## src/cpfa_pkg.sv

```systemverilog
package cpfa_pkg;

	// attitude sample, one per input transaction
	typedef struct packed {
		logic signed [31:0] cam_pitch;
		logic signed [31:0] cam_heading;
		logic signed [31:0] latitude;
		logic signed [31:0] longitude;
		logic signed [31:0] altitude_ft;
		logic signed [31:0] body_pitch;
		logic signed [31:0] body_roll;
		logic signed [31:0] body_heading;
	} att_t;

	// one word of the pose record, one per output transaction
	typedef struct packed {
		logic [4:0]         word_index;
		logic signed [63:0] word_value;
		logic               last_word;
	} pose_t;

	// angle constants in Q.30, wide enough for the range reduction
	localparam logic signed [35:0] PI_Q30      = 36'sd3373259426;
	localparam logic signed [35:0] TWO_PI_Q30  = 36'sd6746518852;
	localparam logic signed [35:0] HALF_PI_Q30 = 36'sd1686629713;
	localparam logic signed [33:0] CORDIC_GAIN = 34'sd652032874;
	localparam logic [4:0]         CORDIC_LAST = 5'd30;

	localparam logic signed [63:0] POSE_MARKER = 64'h3D751E25074AB1C8;
	localparam logic signed [63:0] SIXTY_Q32   = 64'h0000003C_00000000;
	localparam logic [13:0]        COUNT_WRAP  = 14'd9999;
	localparam logic [4:0]         LAST_WORD   = 5'd16;
	localparam logic [5:0]         LAST_OP     = 6'd55;
	localparam logic [2:0]         LAST_ANGLE  = 3'd5;

	// scratch memory slots; sine of angle k at 2k, cosine at 2k+1
	localparam int          MEM_DEPTH = 48;
	localparam logic [5:0] M_SP    = 6'd0;
	localparam logic [5:0] M_CP    = 6'd1;
	localparam logic [5:0] M_SH    = 6'd2;
	localparam logic [5:0] M_CH    = 6'd3;
	localparam logic [5:0] M_BSP   = 6'd4;
	localparam logic [5:0] M_BP    = 6'd5;
	localparam logic [5:0] M_BSR   = 6'd6;
	localparam logic [5:0] M_BR    = 6'd7;
	localparam logic [5:0] M_BSY   = 6'd8;
	localparam logic [5:0] M_BY    = 6'd9;
	localparam logic [5:0] M_LC    = 6'd11;
	localparam logic [5:0] M_LAT   = 6'd12;
	localparam logic [5:0] M_LON   = 6'd13;
	localparam logic [5:0] M_ALT   = 6'd14;
	localparam logic [5:0] M_U     = 6'd15;
	localparam logic [5:0] M_V     = 6'd16;
	localparam logic [5:0] M_B     = 6'd17;
	localparam logic [5:0] M_C     = 6'd26;
	localparam logic [5:0] M_T     = 6'd35;
	localparam logic [5:0] M_E     = 6'd44;
	localparam logic [5:0] M_EAST  = 6'd45;
	localparam logic [5:0] M_NORTH = 6'd46;
	localparam logic [5:0] M_DOWN  = 6'd47;

	// operand a modes
	localparam logic [1:0] AM_FULL = 2'd0;
	localparam logic [1:0] AM_HI   = 2'd1;
	localparam logic [1:0] AM_LO   = 2'd2;

	// operand b sources
	localparam logic [2:0] BS_MEM   = 3'd0;
	localparam logic [2:0] BS_ONE   = 3'd1;
	localparam logic [2:0] BS_ZERO  = 3'd2;
	localparam logic [2:0] BS_EARTH = 3'd3;
	localparam logic [2:0] BS_FTM   = 3'd4;

	// product scaling
	localparam logic [2:0] SH_R30   = 3'd0;
	localparam logic [2:0] SH_R26   = 3'd1;
	localparam logic [2:0] SH_R8    = 3'd2;
	localparam logic [2:0] SH_NONE  = 3'd3;
	localparam logic [2:0] SH_L4    = 3'd4;
	localparam logic [2:0] SH_L16   = 3'd5;

	// accumulator modes
	localparam logic [1:0] AC_LD  = 2'd0;
	localparam logic [1:0] AC_ADD = 2'd1;
	localparam logic [1:0] AC_SUB = 2'd2;
	localparam logic [1:0] AC_NEG = 2'd3;

	typedef struct packed {
		logic [5:0] a_addr;
		logic [1:0] a_mode;
		logic [2:0] b_src;
		logic [5:0] b_addr;
		logic [2:0] shift;
		logic [1:0] acc;
		logic       wr;
		logic [5:0] dst;
	} op_t;

	function automatic op_t mk_op(input logic [5:0] a, input logic [1:0] am,
		input logic [2:0] bs, input logic [5:0] b, input logic [2:0] sh,
		input logic [1:0] ac, input logic wr, input logic [5:0] dst);
		op_t o;
		o.a_addr = a;
		o.a_mode = am;
		o.b_src  = bs;
		o.b_addr = b;
		o.shift  = sh;
		o.acc    = ac;
		o.wr     = wr;
		o.dst    = dst;
		return o;
	endfunction

	// multiply program: body matrix, camera matrix, product, position
	function automatic op_t op_rom(input logic [5:0] idx);
		op_t o;
		o = mk_op(M_SP, AM_FULL, BS_ZERO, M_SP, SH_R30, AC_LD, 1'b0, M_U);
		case (idx)
			6'd0:  o = mk_op(M_BY, AM_FULL, BS_MEM, M_BP, SH_R30, AC_LD, 1'b1, M_B);
			6'd1:  o = mk_op(M_BY, AM_FULL, BS_MEM, M_BSP, SH_R30, AC_LD, 1'b1, M_U);
			6'd2:  o = mk_op(M_BSY, AM_FULL, BS_MEM, M_BSP, SH_R30, AC_LD, 1'b1, M_V);
			6'd3:  o = mk_op(M_U, AM_FULL, BS_MEM, M_BSR, SH_R30, AC_LD, 1'b0, M_U);
			6'd4:  o = mk_op(M_BSY, AM_FULL, BS_MEM, M_BR, SH_R30, AC_SUB, 1'b1, M_B + 6'd1);
			6'd5:  o = mk_op(M_U, AM_FULL, BS_MEM, M_BR, SH_R30, AC_LD, 1'b0, M_U);
			6'd6:  o = mk_op(M_BSY, AM_FULL, BS_MEM, M_BSR, SH_R30, AC_ADD, 1'b1, M_B + 6'd2);
			6'd7:  o = mk_op(M_BSY, AM_FULL, BS_MEM, M_BP, SH_R30, AC_LD, 1'b1, M_B + 6'd3);
			6'd8:  o = mk_op(M_V, AM_FULL, BS_MEM, M_BSR, SH_R30, AC_LD, 1'b0, M_U);
			6'd9:  o = mk_op(M_BY, AM_FULL, BS_MEM, M_BR, SH_R30, AC_ADD, 1'b1, M_B + 6'd4);
			6'd10: o = mk_op(M_V, AM_FULL, BS_MEM, M_BR, SH_R30, AC_LD, 1'b0, M_U);
			6'd11: o = mk_op(M_BY, AM_FULL, BS_MEM, M_BSR, SH_R30, AC_SUB, 1'b1, M_B + 6'd5);
			6'd12: o = mk_op(M_BSP, AM_FULL, BS_ONE, M_BSP, SH_R30, AC_NEG, 1'b1, M_B + 6'd6);
			6'd13: o = mk_op(M_BP, AM_FULL, BS_MEM, M_BSR, SH_R30, AC_LD, 1'b1, M_B + 6'd7);
			6'd14: o = mk_op(M_BP, AM_FULL, BS_MEM, M_BR, SH_R30, AC_LD, 1'b1, M_B + 6'd8);
			6'd15: o = mk_op(M_CH, AM_FULL, BS_MEM, M_CP, SH_R30, AC_LD, 1'b1, M_C);
			6'd16: o = mk_op(M_SH, AM_FULL, BS_ONE, M_SH, SH_R30, AC_NEG, 1'b1, M_C + 6'd1);
			6'd17: o = mk_op(M_CH, AM_FULL, BS_MEM, M_SP, SH_R30, AC_LD, 1'b1, M_C + 6'd2);
			6'd18: o = mk_op(M_SH, AM_FULL, BS_MEM, M_CP, SH_R30, AC_LD, 1'b1, M_C + 6'd3);
			6'd19: o = mk_op(M_CH, AM_FULL, BS_ONE, M_CH, SH_R30, AC_LD, 1'b1, M_C + 6'd4);
			6'd20: o = mk_op(M_SH, AM_FULL, BS_MEM, M_SP, SH_R30, AC_LD, 1'b1, M_C + 6'd5);
			6'd21: o = mk_op(M_SP, AM_FULL, BS_ONE, M_SP, SH_R30, AC_NEG, 1'b1, M_C + 6'd6);
			6'd22: o = mk_op(M_SP, AM_FULL, BS_ZERO, M_SP, SH_R30, AC_LD, 1'b1, M_C + 6'd7);
			6'd23: o = mk_op(M_CP, AM_FULL, BS_ONE, M_CP, SH_R30, AC_LD, 1'b1, M_C + 6'd8);
			6'd51: o = mk_op(M_LON, AM_FULL, BS_MEM, M_LC, SH_R26, AC_LD, 1'b1, M_E);
			6'd52: o = mk_op(M_E, AM_HI, BS_EARTH, M_E, SH_L16, AC_LD, 1'b0, M_E);
			6'd53: o = mk_op(M_E, AM_LO, BS_EARTH, M_E, SH_NONE, AC_ADD, 1'b1, M_EAST);
			6'd54: o = mk_op(M_LAT, AM_FULL, BS_EARTH, M_LAT, SH_L4, AC_LD, 1'b1, M_NORTH);
			6'd55: o = mk_op(M_ALT, AM_FULL, BS_FTM, M_ALT, SH_R8, AC_NEG, 1'b1, M_DOWN);
			default: begin
				// matrix product: three products per entry
				for (int r = 0; r < 3; r++) begin
					for (int k = 0; k < 3; k++) begin
						for (int m = 0; m < 3; m++) begin
							if (idx == 6'(24 + r * 9 + k * 3 + m)) begin
								o = mk_op(6'(M_B + 3 * r + m), AM_FULL, BS_MEM,
									6'(M_C + 3 * m + k), SH_R30,
									(m == 0) ? AC_LD : AC_ADD, (m == 2),
									6'(M_T + 3 * r + k));
							end
						end
					end
				end
			end
		endcase
		return o;
	endfunction

	// arctangent table, Q.30
	function automatic logic signed [33:0] atan_q30(input logic [4:0] i);
		logic signed [33:0] v;
		case (i)
			5'd0:  v = 34'sh03243F6A8;
			5'd1:  v = 34'sh01DAC6705;
			5'd2:  v = 34'sh00FADBAFC;
			5'd3:  v = 34'sh007F56EA6;
			5'd4:  v = 34'sh003FEAB76;
			5'd5:  v = 34'sh001FFD55B;
			5'd6:  v = 34'sh000FFFAAA;
			5'd7:  v = 34'sh0007FFF55;
			5'd8:  v = 34'sh0003FFFEA;
			5'd9:  v = 34'sh0001FFFFD;
			5'd10: v = 34'sh0000FFFFF;
			5'd11: v = 34'sh00007FFFF;
			5'd12: v = 34'sh00003FFFF;
			5'd13: v = 34'sh00001FFFF;
			5'd14: v = 34'sh00000FFFF;
			5'd15: v = 34'sh000007FFF;
			5'd16: v = 34'sh000003FFF;
			5'd17: v = 34'sh000001FFF;
			5'd18: v = 34'sh000000FFF;
			5'd19: v = 34'sh0000007FF;
			5'd20: v = 34'sh0000003FF;
			5'd21: v = 34'sh0000001FF;
			5'd22: v = 34'sh0000000FF;
			5'd23: v = 34'sh00000007F;
			5'd24: v = 34'sh00000003F;
			5'd25: v = 34'sh00000001F;
			5'd26: v = 34'sh00000000F;
			5'd27: v = 34'sh000000008;
			5'd28: v = 34'sh000000004;
			5'd29: v = 34'sh000000002;
			5'd30: v = 34'sh000000001;
			default: v = 34'sh000000000;
		endcase
		return v;
	endfunction

endpackage

```

## src/cpfa_cordic.sv

```systemverilog
module cpfa_cordic (
	input  logic               clk,
	input  logic               arst_n,
	input  logic               start,
	input  logic signed [31:0] angle,
	output logic               done,
	output logic signed [33:0] sin_val,
	output logic signed [33:0] cos_val
);
	import cpfa_pkg::*;

	logic signed [33:0] x_q, y_q, z_q;
	logic [4:0]         i_q;
	logic               busy_q, neg_q, done_q;
	logic signed [35:0] a0, a1, a2;
	logic               neg_d;
	logic signed [33:0] xs, ys, at;

	// range reduction to [-pi/2, pi/2], cosine sign fold
	always_comb begin
		a0 = 36'(angle) <<< 2;
		a1 = a0;
		if (a0 > PI_Q30) begin
			a1 = a0 - TWO_PI_Q30;
		end else if (a0 < -PI_Q30) begin
			a1 = a0 + TWO_PI_Q30;
		end
		a2 = a1;
		neg_d = 1'b0;
		if (a1 > HALF_PI_Q30) begin
			a2 = PI_Q30 - a1;
			neg_d = 1'b1;
		end else if (a1 < -HALF_PI_Q30) begin
			a2 = -PI_Q30 - a1;
			neg_d = 1'b1;
		end
	end

	assign xs = x_q >>> i_q;
	assign ys = y_q >>> i_q;
	assign at = atan_q30(i_q);

	// iteration control
	always_ff @(posedge clk or negedge arst_n) begin
		if (!arst_n) begin
			busy_q <= 1'b0;
			done_q <= 1'b0;
			i_q    <= '0;
		end else begin
			done_q <= 1'b0;
			if (start) begin
				busy_q <= 1'b1;
				i_q    <= '0;
			end else if (busy_q) begin
				i_q <= i_q + 5'd1;
				if (i_q == CORDIC_LAST) begin
					busy_q <= 1'b0;
					done_q <= 1'b1;
				end
			end
		end
	end

	// rotation datapath, one micro-rotation per cycle
	always_ff @(posedge clk) begin
		if (start) begin
			x_q   <= CORDIC_GAIN;
			y_q   <= '0;
			z_q   <= a2[33:0];
			neg_q <= neg_d;
		end else if (busy_q) begin
			if (!z_q[33]) begin
				x_q <= x_q - ys;
				y_q <= y_q + xs;
				z_q <= z_q - at;
			end else begin
				x_q <= x_q + ys;
				y_q <= y_q - xs;
				z_q <= z_q + at;
			end
		end
	end

	assign done    = done_q;
	assign sin_val = y_q;
	assign cos_val = neg_q ? -x_q : x_q;

endmodule

```

## config.mk

```make
export PLATFORM = sky130hd
export DESIGN_NAME = cpfa_cordic
export DESIGN_NICKNAME = d
export VERILOG_FILES = /design/src/cpfa_pkg.sv /design/src/cpfa_cordic.sv
export SDC_FILE = /design/constraint.sdc
export NUM_CORES = 1
export LEC_CHECK = 0
export ABC_AREA = 0
export BUFFER_PORTS_ARGS = -buffer_cell sky130_fd_sc_hd__buf_2
export CORE_ASPECT_RATIO = 0.8
export CORE_MARGIN = 2
export CORE_UTILIZATION = 55
export CTS_CLUSTER_SIZE = 12
export DETAILED_ROUTE_END_ITERATION = 12
export GPL_TIMING_DRIVEN = 0
export PLACE_DENSITY = 0.77
export RECOVER_POWER = 100
export SKIP_CTS_REPAIR_TIMING = 1
export SLEW_MARGIN = 20
export SYNTH_ARGS = -nofsm -noshare
export SYNTH_HDL_FRONTEND = slang
export SYNTH_SLANG_ARGS = --single-unit
```

## constraint.sdc

```tcl
create_clock -name clk -period 6.2 [get_ports clk]
set_input_delay 1.24 -clock clk [delete_from_list [all_inputs] [get_ports clk]]
set_output_delay 1.24 -clock clk [all_outputs]
set_load 0.02 [all_outputs]
```

==> results of run 1 <==
==> logic make-up (layout without fill, tap and decap cells) <==
group / Yosys count / count (layout) / share of synthesized area
other: 0 / 1 / 0
AOI/OAI and AO/OA: 697 / 697 / 0.2489
and+or+nand+nor: 719 / 719 / 0.1874
adders and majority gates: 121 / 121 / 0.08347
buffers and inverters: 229 / 420 / 0.05111
muxes: 178 / 178 / 0.1625
DFF: 110 / 110 / 0.1406
xor gates and xnor gates: 265 / 265 / 0.1261
==> layer usage <==
| metal | track usage | vias to the layer above | share of wire |
|---|---|---|---|
| met5 | 0.01793 | - | 0.0013 |
| li1 | - | 9069 | - |
| met3 | 0.2076 | 240 | 0.18 |
| met2 | 0.5718 | 1838 | 0.37 |
| met1 | 0.6714 | 10180 | 0.41 |
| met4 | 0.1584 | 6 | 0.042 |
==> state kept, by name (all words and copies together) (netlist names) <==
name	count
i_q	5
sin_val	34
neg_q	1
busy_q	1
z_q	34
done	1
x_q	34
==> cell type report <==
| class | count | share of cell area |
|---|---|---|
| Multi-Input combinational cell | 1980 | 0.7298 |
| Inverter | 76 | 0.01421 |
| Clock inverter | 6 | 0.002079 |
| Tap cell | 427 | 0.02466 |
| Sequential cell | 110 | 0.1196 |
| Buffer | 150 | 0.04384 |
| Clock buffer | 10 | 0.01057 |
| Timing Repair Buffer | 178 | 0.05505 |
| Antenna cell | 1 | 0.0001155 |
==> worst paths after layout <==
path | from | to | slack (ns) | cells after the start
setup / recovery | i_q[0] | x_q[33] | -0.20 | 27
hold / removal | sin_val[0] | sin_val[0] | 0.55 | 2
setup reg to reg | i_q[0] | x_q[33] | -0.20 | 27
hold reg to reg | sin_val[0] | sin_val[0] | 0.55 | 2
max in group asynchronous | arst_n | i_q[0] | 5.02 | 1
min in group asynchronous | arst_n | busy_q | 0.78 | 1
==> power by group through the flow <==
stage	clock network [mW]	logic, mW	registers, mW
after floorplan	0	8.47	1.53
after global placement	0	10.7	1.57
after detailed placement	0	11.0	1.59
after CTS	0.612	11.1	1.58
after global routing	0.634	14.0	1.64
final	0.617	13.1	1.63
==> per-stage QoR <==
step                      hold slack, ns  utilization  setup TNS, ns  power, mW
after floorplan                   0.5307            -              0      9.996
after global placement            0.5180       0.5925         -73.91      12.25
after detailed placement          0.5284       0.5926         -79.45      12.63
after CTS                         0.5414       0.6010         -74.94      13.31
after global routing              0.6045       0.6623         -2.199      16.28
final                             0.5492       0.6624        -0.6694      15.34
==> worst reg2reg max path, stage by stage (launching register included) <==
cell	delay, ns
dfrtp_2	0.42
buf_12	0.16
buf_12	0.12
buf_12	0.10
mux4_2	0.57
mux4_2	0.59
mux2i_4	0.22
buf_4	0.15
nand3_1	0.08
or4_4	0.58
or3_1	0.42
nor2_2	0.12
buf_4	0.13
a31oi_1	0.10
xnor2_1	0.27
ha_1	0.33
nand4_1	0.14
nor2_1	0.07
and2_1	0.14
a222oi_1	0.25
buf_4	0.19
a21oi_4	0.06
a41o_1	0.25
a221oi_2	0.29
xnor2_1	0.15
nand2_1	0.09
xnor2_1	0.20
nor2_1	0.05
==> placed cells by master, fill, tap and decap left out, types with 16 or more instances in the layout <==
cell	n
nand4_1	19
clkbuf_2	19
or4_1	16
and3_1	24
or3_1	16
nor2_1	228
nand2_1	171
xnor2_1	173
a21oi_2	18
ha_1	104
nor3_1	41
a211o_1	19
a21oi_1	167
mux2_2	19
edfxtp_1	35
dfxtp_1	68
o21ai_0	103
nand2b_1	24
a211oi_1	20
a31oi_1	37
mux4_2	93
a21o_1	46
buf_6	19
mux2i_1	54
inv_1	68
clkbuf_1	100
nand3_1	38
o22ai_1	20
nor2b_1	21
o31ai_1	16
buf_2	59
o21bai_1	23
xor2_1	86
o21a_1	31
buf_4	89
==> run summary, run 1 <==
outcome -> finished with violations
failing checks -> setup timing
Net Sw Power -> 8.232 mW
Sequential Area -> 2591 um^2
switching portion of total power -> 0.5366
combinational share of power -> 0.854
Synth Cell Area -> 18410 um^2
die span in x -> 208.5 um
die area -> 34960 um^2
CP delay by family, top -> simple AND/OR/NAND/NOR gates
most frequent cells after synthesis -> nor2_1 (247), a21oi_1 (189), nand2_1 (178), xnor2_1 (177), o21ai_0 (124)
Synth top area share -> 0.1138
Setup crit end kind -> flop
IO Port Bufs -> 86
Tcrit/Tclk final -> 1.032
row count -> 59
worst clock skew -> 0.01584 ns
initial DRC count -> 3779
Synth area leader -> mux4_2
syn_nets -> 2475
yosys warns -> 0
initial antenna violation count -> 3
Critical Path AT -> 6.67 ns
number of global-route vias before repair -> 18720
Max stage delay on crit path -> 0.59 ns
pre-CTS setup slack -> -2.362 ns
clock root buffer -> clkbuf_16
most frequent cell after synthesis -> nor2_1
Slew @ Worst Pin -> 1.347 ns
FMAX -> 0.1563 GHz
vias -> 21330
final wirelength -> 84840 um
DRT Pass-1 Iters -> 8
Starting Density -> 0.5629
max cap viols -> 0
CP Max Fanout -> 6
ys flop type -> dfxtp_1
H-tree levels -> 3
Slowest cell on crit path -> mux4_2
cell internal pwr -> 7.109 mW
multi-input logic area -> 15810 um^2
syn_area_per_cell -> 7.938 um^2
RSZ-0062 raised after global routing -> true
Pleak -> 8.834 nW
WL/cell -> 28.88 um
Layout Cells excl Fill -> 2938
pin count of the biggest net entering global routing -> 35
Netlist cell types -> 92
Reg power frac -> 0.106
Area contributors post-synth -> mux4_2 (11%), xnor2_1 (8.4%), ha_1 (8.0%)
die height -> 167.6 um
clock share of power -> 0.040
setup violators final -> 7
CP Class -> reg2reg
GPL Wtd Cong -> 1.117
Post-DP HPWL -> 63140 um
Worst Path Required -> 6.47 ns
final-report max-slew violation count -> 0
DP Cell Count -> 2832
async set-or-reset flop fraction in the synthesized netlist -> 0.06364
Slew headroom -> 0.1020
final worst slack -> -0.1987 ns
GRT Overall Usage -> 0.4568
Worst VDD drop -> 0.0006568 V
Overflow after GRT -> 0
post-route cell area -> 21660 um^2
hold crit path type -> reg2reg
CP startpoint kind -> flop
final critical-path required period -> 6.399 ns
Final Hold Fails -> 0
Longest Clk Path Bufs -> 2
Fillers -> 2758
Post-DRT Antenna Nets -> 0
Post-synth EDFFs -> 35
share of post-route cells with drive strength above 1 -> 0.2147
Residual DRC -> 0
Pwr Density -> 708.2 nW/um^2
Via density -> 7.261
Bufs and invs on worst path -> 6
# clock sinks -> 110
Synth Register Bits -> 110
I/O pin count -> 104
clock latency on the worst-skew pair -> 0.41 ns
# nets final -> 2661
core area -> 32700 um^2
first-pass GRT wire length -> 119300 um
Seq/Total Area, Yosys -> 0.1406
placed cell areas -> 19380 um^2
CTS Buf Count -> 9
Gate Count Post-Synth -> 2319
Area Overhead vs Synth -> 17.67%
clock-pin slew on the worst setup and hold paths -> 0.09 ns
CTS tree -> built
Power figures use the tool's default switching activity.
==> run 2: changes to the inputs <==
PLACE_DENSITY = 0.74   (was 0.77)
clock period = 6.4 ns   (was 6.2 ns; I/O delays follow)
==> run summary, run 2 (synthesized netlist as in run 1, its figures left out) <==
share of post-route cells with drive strength above 1 -> 0.1837
Post-DP HPWL -> 61700 um
GRT Overall Usage -> 0.4410
Fillers -> 2878
outcome -> finished, final reports clean
Critical Path AT -> 6.48 ns
row count -> 59
Worst Path Required -> 6.50 ns
Setup crit end kind -> flop
antenna cells -> 0
final critical-path required period -> 6.388 ns
number of global-route vias before repair -> 18360
Pwr Density -> 682.2 nW/um^2
worst clock skew -> 0.01459 ns
CP startpoint kind -> flop
Starting Density -> 0.5629
CTS tree -> built
# nets final -> 2628
I/O pin count -> 104
Slew @ Worst Pin -> 1.258 ns
FMAX -> 0.1565 GHz
pin count of the biggest net entering global routing -> 35
Via density -> 7.200
most frequent cells in the layout -> nor2_1 (233), a21oi_1 (177), nand2_1 (174)
pre-CTS setup slack -> -2.659 ns
Post-DRT Antenna Nets -> 0
Setup TNS -> 0 ns
CTS Buf Count -> 9
setup violators final -> 0
final wirelength -> 81620 um
WHS -> 0.5217 ns
RSZ-0062 raised after global routing -> true
final-report max-slew violation count -> 0
H-tree levels -> 3
clock latency on the worst-skew pair -> 0.41 ns
die span in x -> 208.5 um
first-pass GRT wire length -> 115600 um
die area -> 34960 um^2
initial DRC count -> 3001
Tcrit/Tclk final -> 0.9981
Residual DRC -> 0
CP Class -> reg2reg
die height -> 167.6 um
initial antenna violation count -> 1
total power draw -> 14.41 mW
final worst slack -> 0.01199 ns
# clock sinks -> 110
multi-input logic area -> 15570 um^2
max cap viols -> 0
Slew headroom -> 0.1611
Final Hold Fails -> 0
DRT Pass-1 Iters -> 6
hold crit path type -> reg2reg
clock-pin slew on the worst setup and hold paths -> 0.09 ns
WL/cell -> 28.11 um
Longest Clk Path Bufs -> 2
IO Port Bufs -> 86
Area Overhead vs Synth -> 14.78%
Sequential Area -> 2590 um^2
Worst VDD drop -> 0.0005449 V
CP Max Fanout -> 11
vias -> 20910
clock root buffer -> clkbuf_16
Pleak -> 8.628 nW
commonest non-fill, non-tap cell in the layout -> nor2_1
GPL Wtd Cong -> 1.125
core area -> 32700 um^2
Overflow after GRT -> 0
## run 2: changes by cell type in the layout (fill, tap and decap cells not counted), sizes merged
cell,change
diode,-1
inv,+1
clkdlybuf4s15,-1
clkbuf,+1
buf,-35
bufinv,+1
## run 2: worst paths after layout
path	start	end	slack [ns]	cells past startpoint
min in group asynchronous	arst_n	i_q[1]	0.83	1
hold / removal	sin_val[0]	sin_val[0]	0.52	2
hold reg to reg	sin_val[0]	sin_val[0]	0.52	2
max in group asynchronous	arst_n	i_q[0]	5.15	1
setup reg to reg	i_q[1]	z_q[32]	0.01	26
setup / recovery	i_q[1]	z_q[32]	0.01	26
## run 2: final cells by class
type                       count  share of cell area
timing repair inverter         1           0.0003553
timing repair buffer         142             0.04068
inverter                      76             0.01433
sequential                   110              0.1226
clock inverter                 7            0.004382
tap                          427             0.02529
multi-input combinational   1980              0.7370
buffer                       152             0.04471
clock buffer                   9             0.01066
## run 2: report_power, final
group	total, mW	switching, mW	leakage (nW)	internal [mW]
Sequential	1.56	0.433	1.02	1.13
Clock	0.655	0.341	0.155	0.314
Combinational	12.2	6.99	7.45	5.21
## run 2: critical path, cell delays in order (launching register included)
cell	delay (ns)
dfrtp_1	0.42
buf_4	0.23
buf_6	0.21
buf_6	0.23
clkinvlp_4	0.30
ha_2	0.34
nand2_1	0.08
o21ai_0	0.08
a22oi_1	0.29
o22ai_4	0.16
nand2_1	0.09
and4b_2	0.27
a31oi_4	0.25
buf_8	0.20
xnor2_1	0.13
ha_2	0.33
a2111o_1	0.44
or4_1	0.45
o21ai_4	0.22
o31a_1	0.23
o21a_2	0.22
o311a_1	0.18
nor3_2	0.06
a21o_1	0.20
a21oi_1	0.17
xor2_1	0.18
o21ai_0	0.11
## run 2: metrics by stage
stage | util | area, um^2 | cells
2_1_floorplan | - | 18410 | 2319
3_3_place_gp | 0.5924 | 19370 | 2832
3_5_place_dp | 0.5926 | 19380 | 2832
4_1_cts | 0.6023 | 19700 | 2848
5_1_grt | 0.6461 | 21130 | 2904
6_report | 0.6461 | 21130 | 2904
## run 2: metal layers
layer | up-vias | global-route usage | wire, um
met2 | 1688 | 0.5562 | 30100
li1 | 8994 | - | -
met1 | 10040 | 0.6344 | 33520
met5 | - | 0 | 67
met4 | 2 | 0.1441 | 3054
met3 | 188 | 0.2234 | 14880
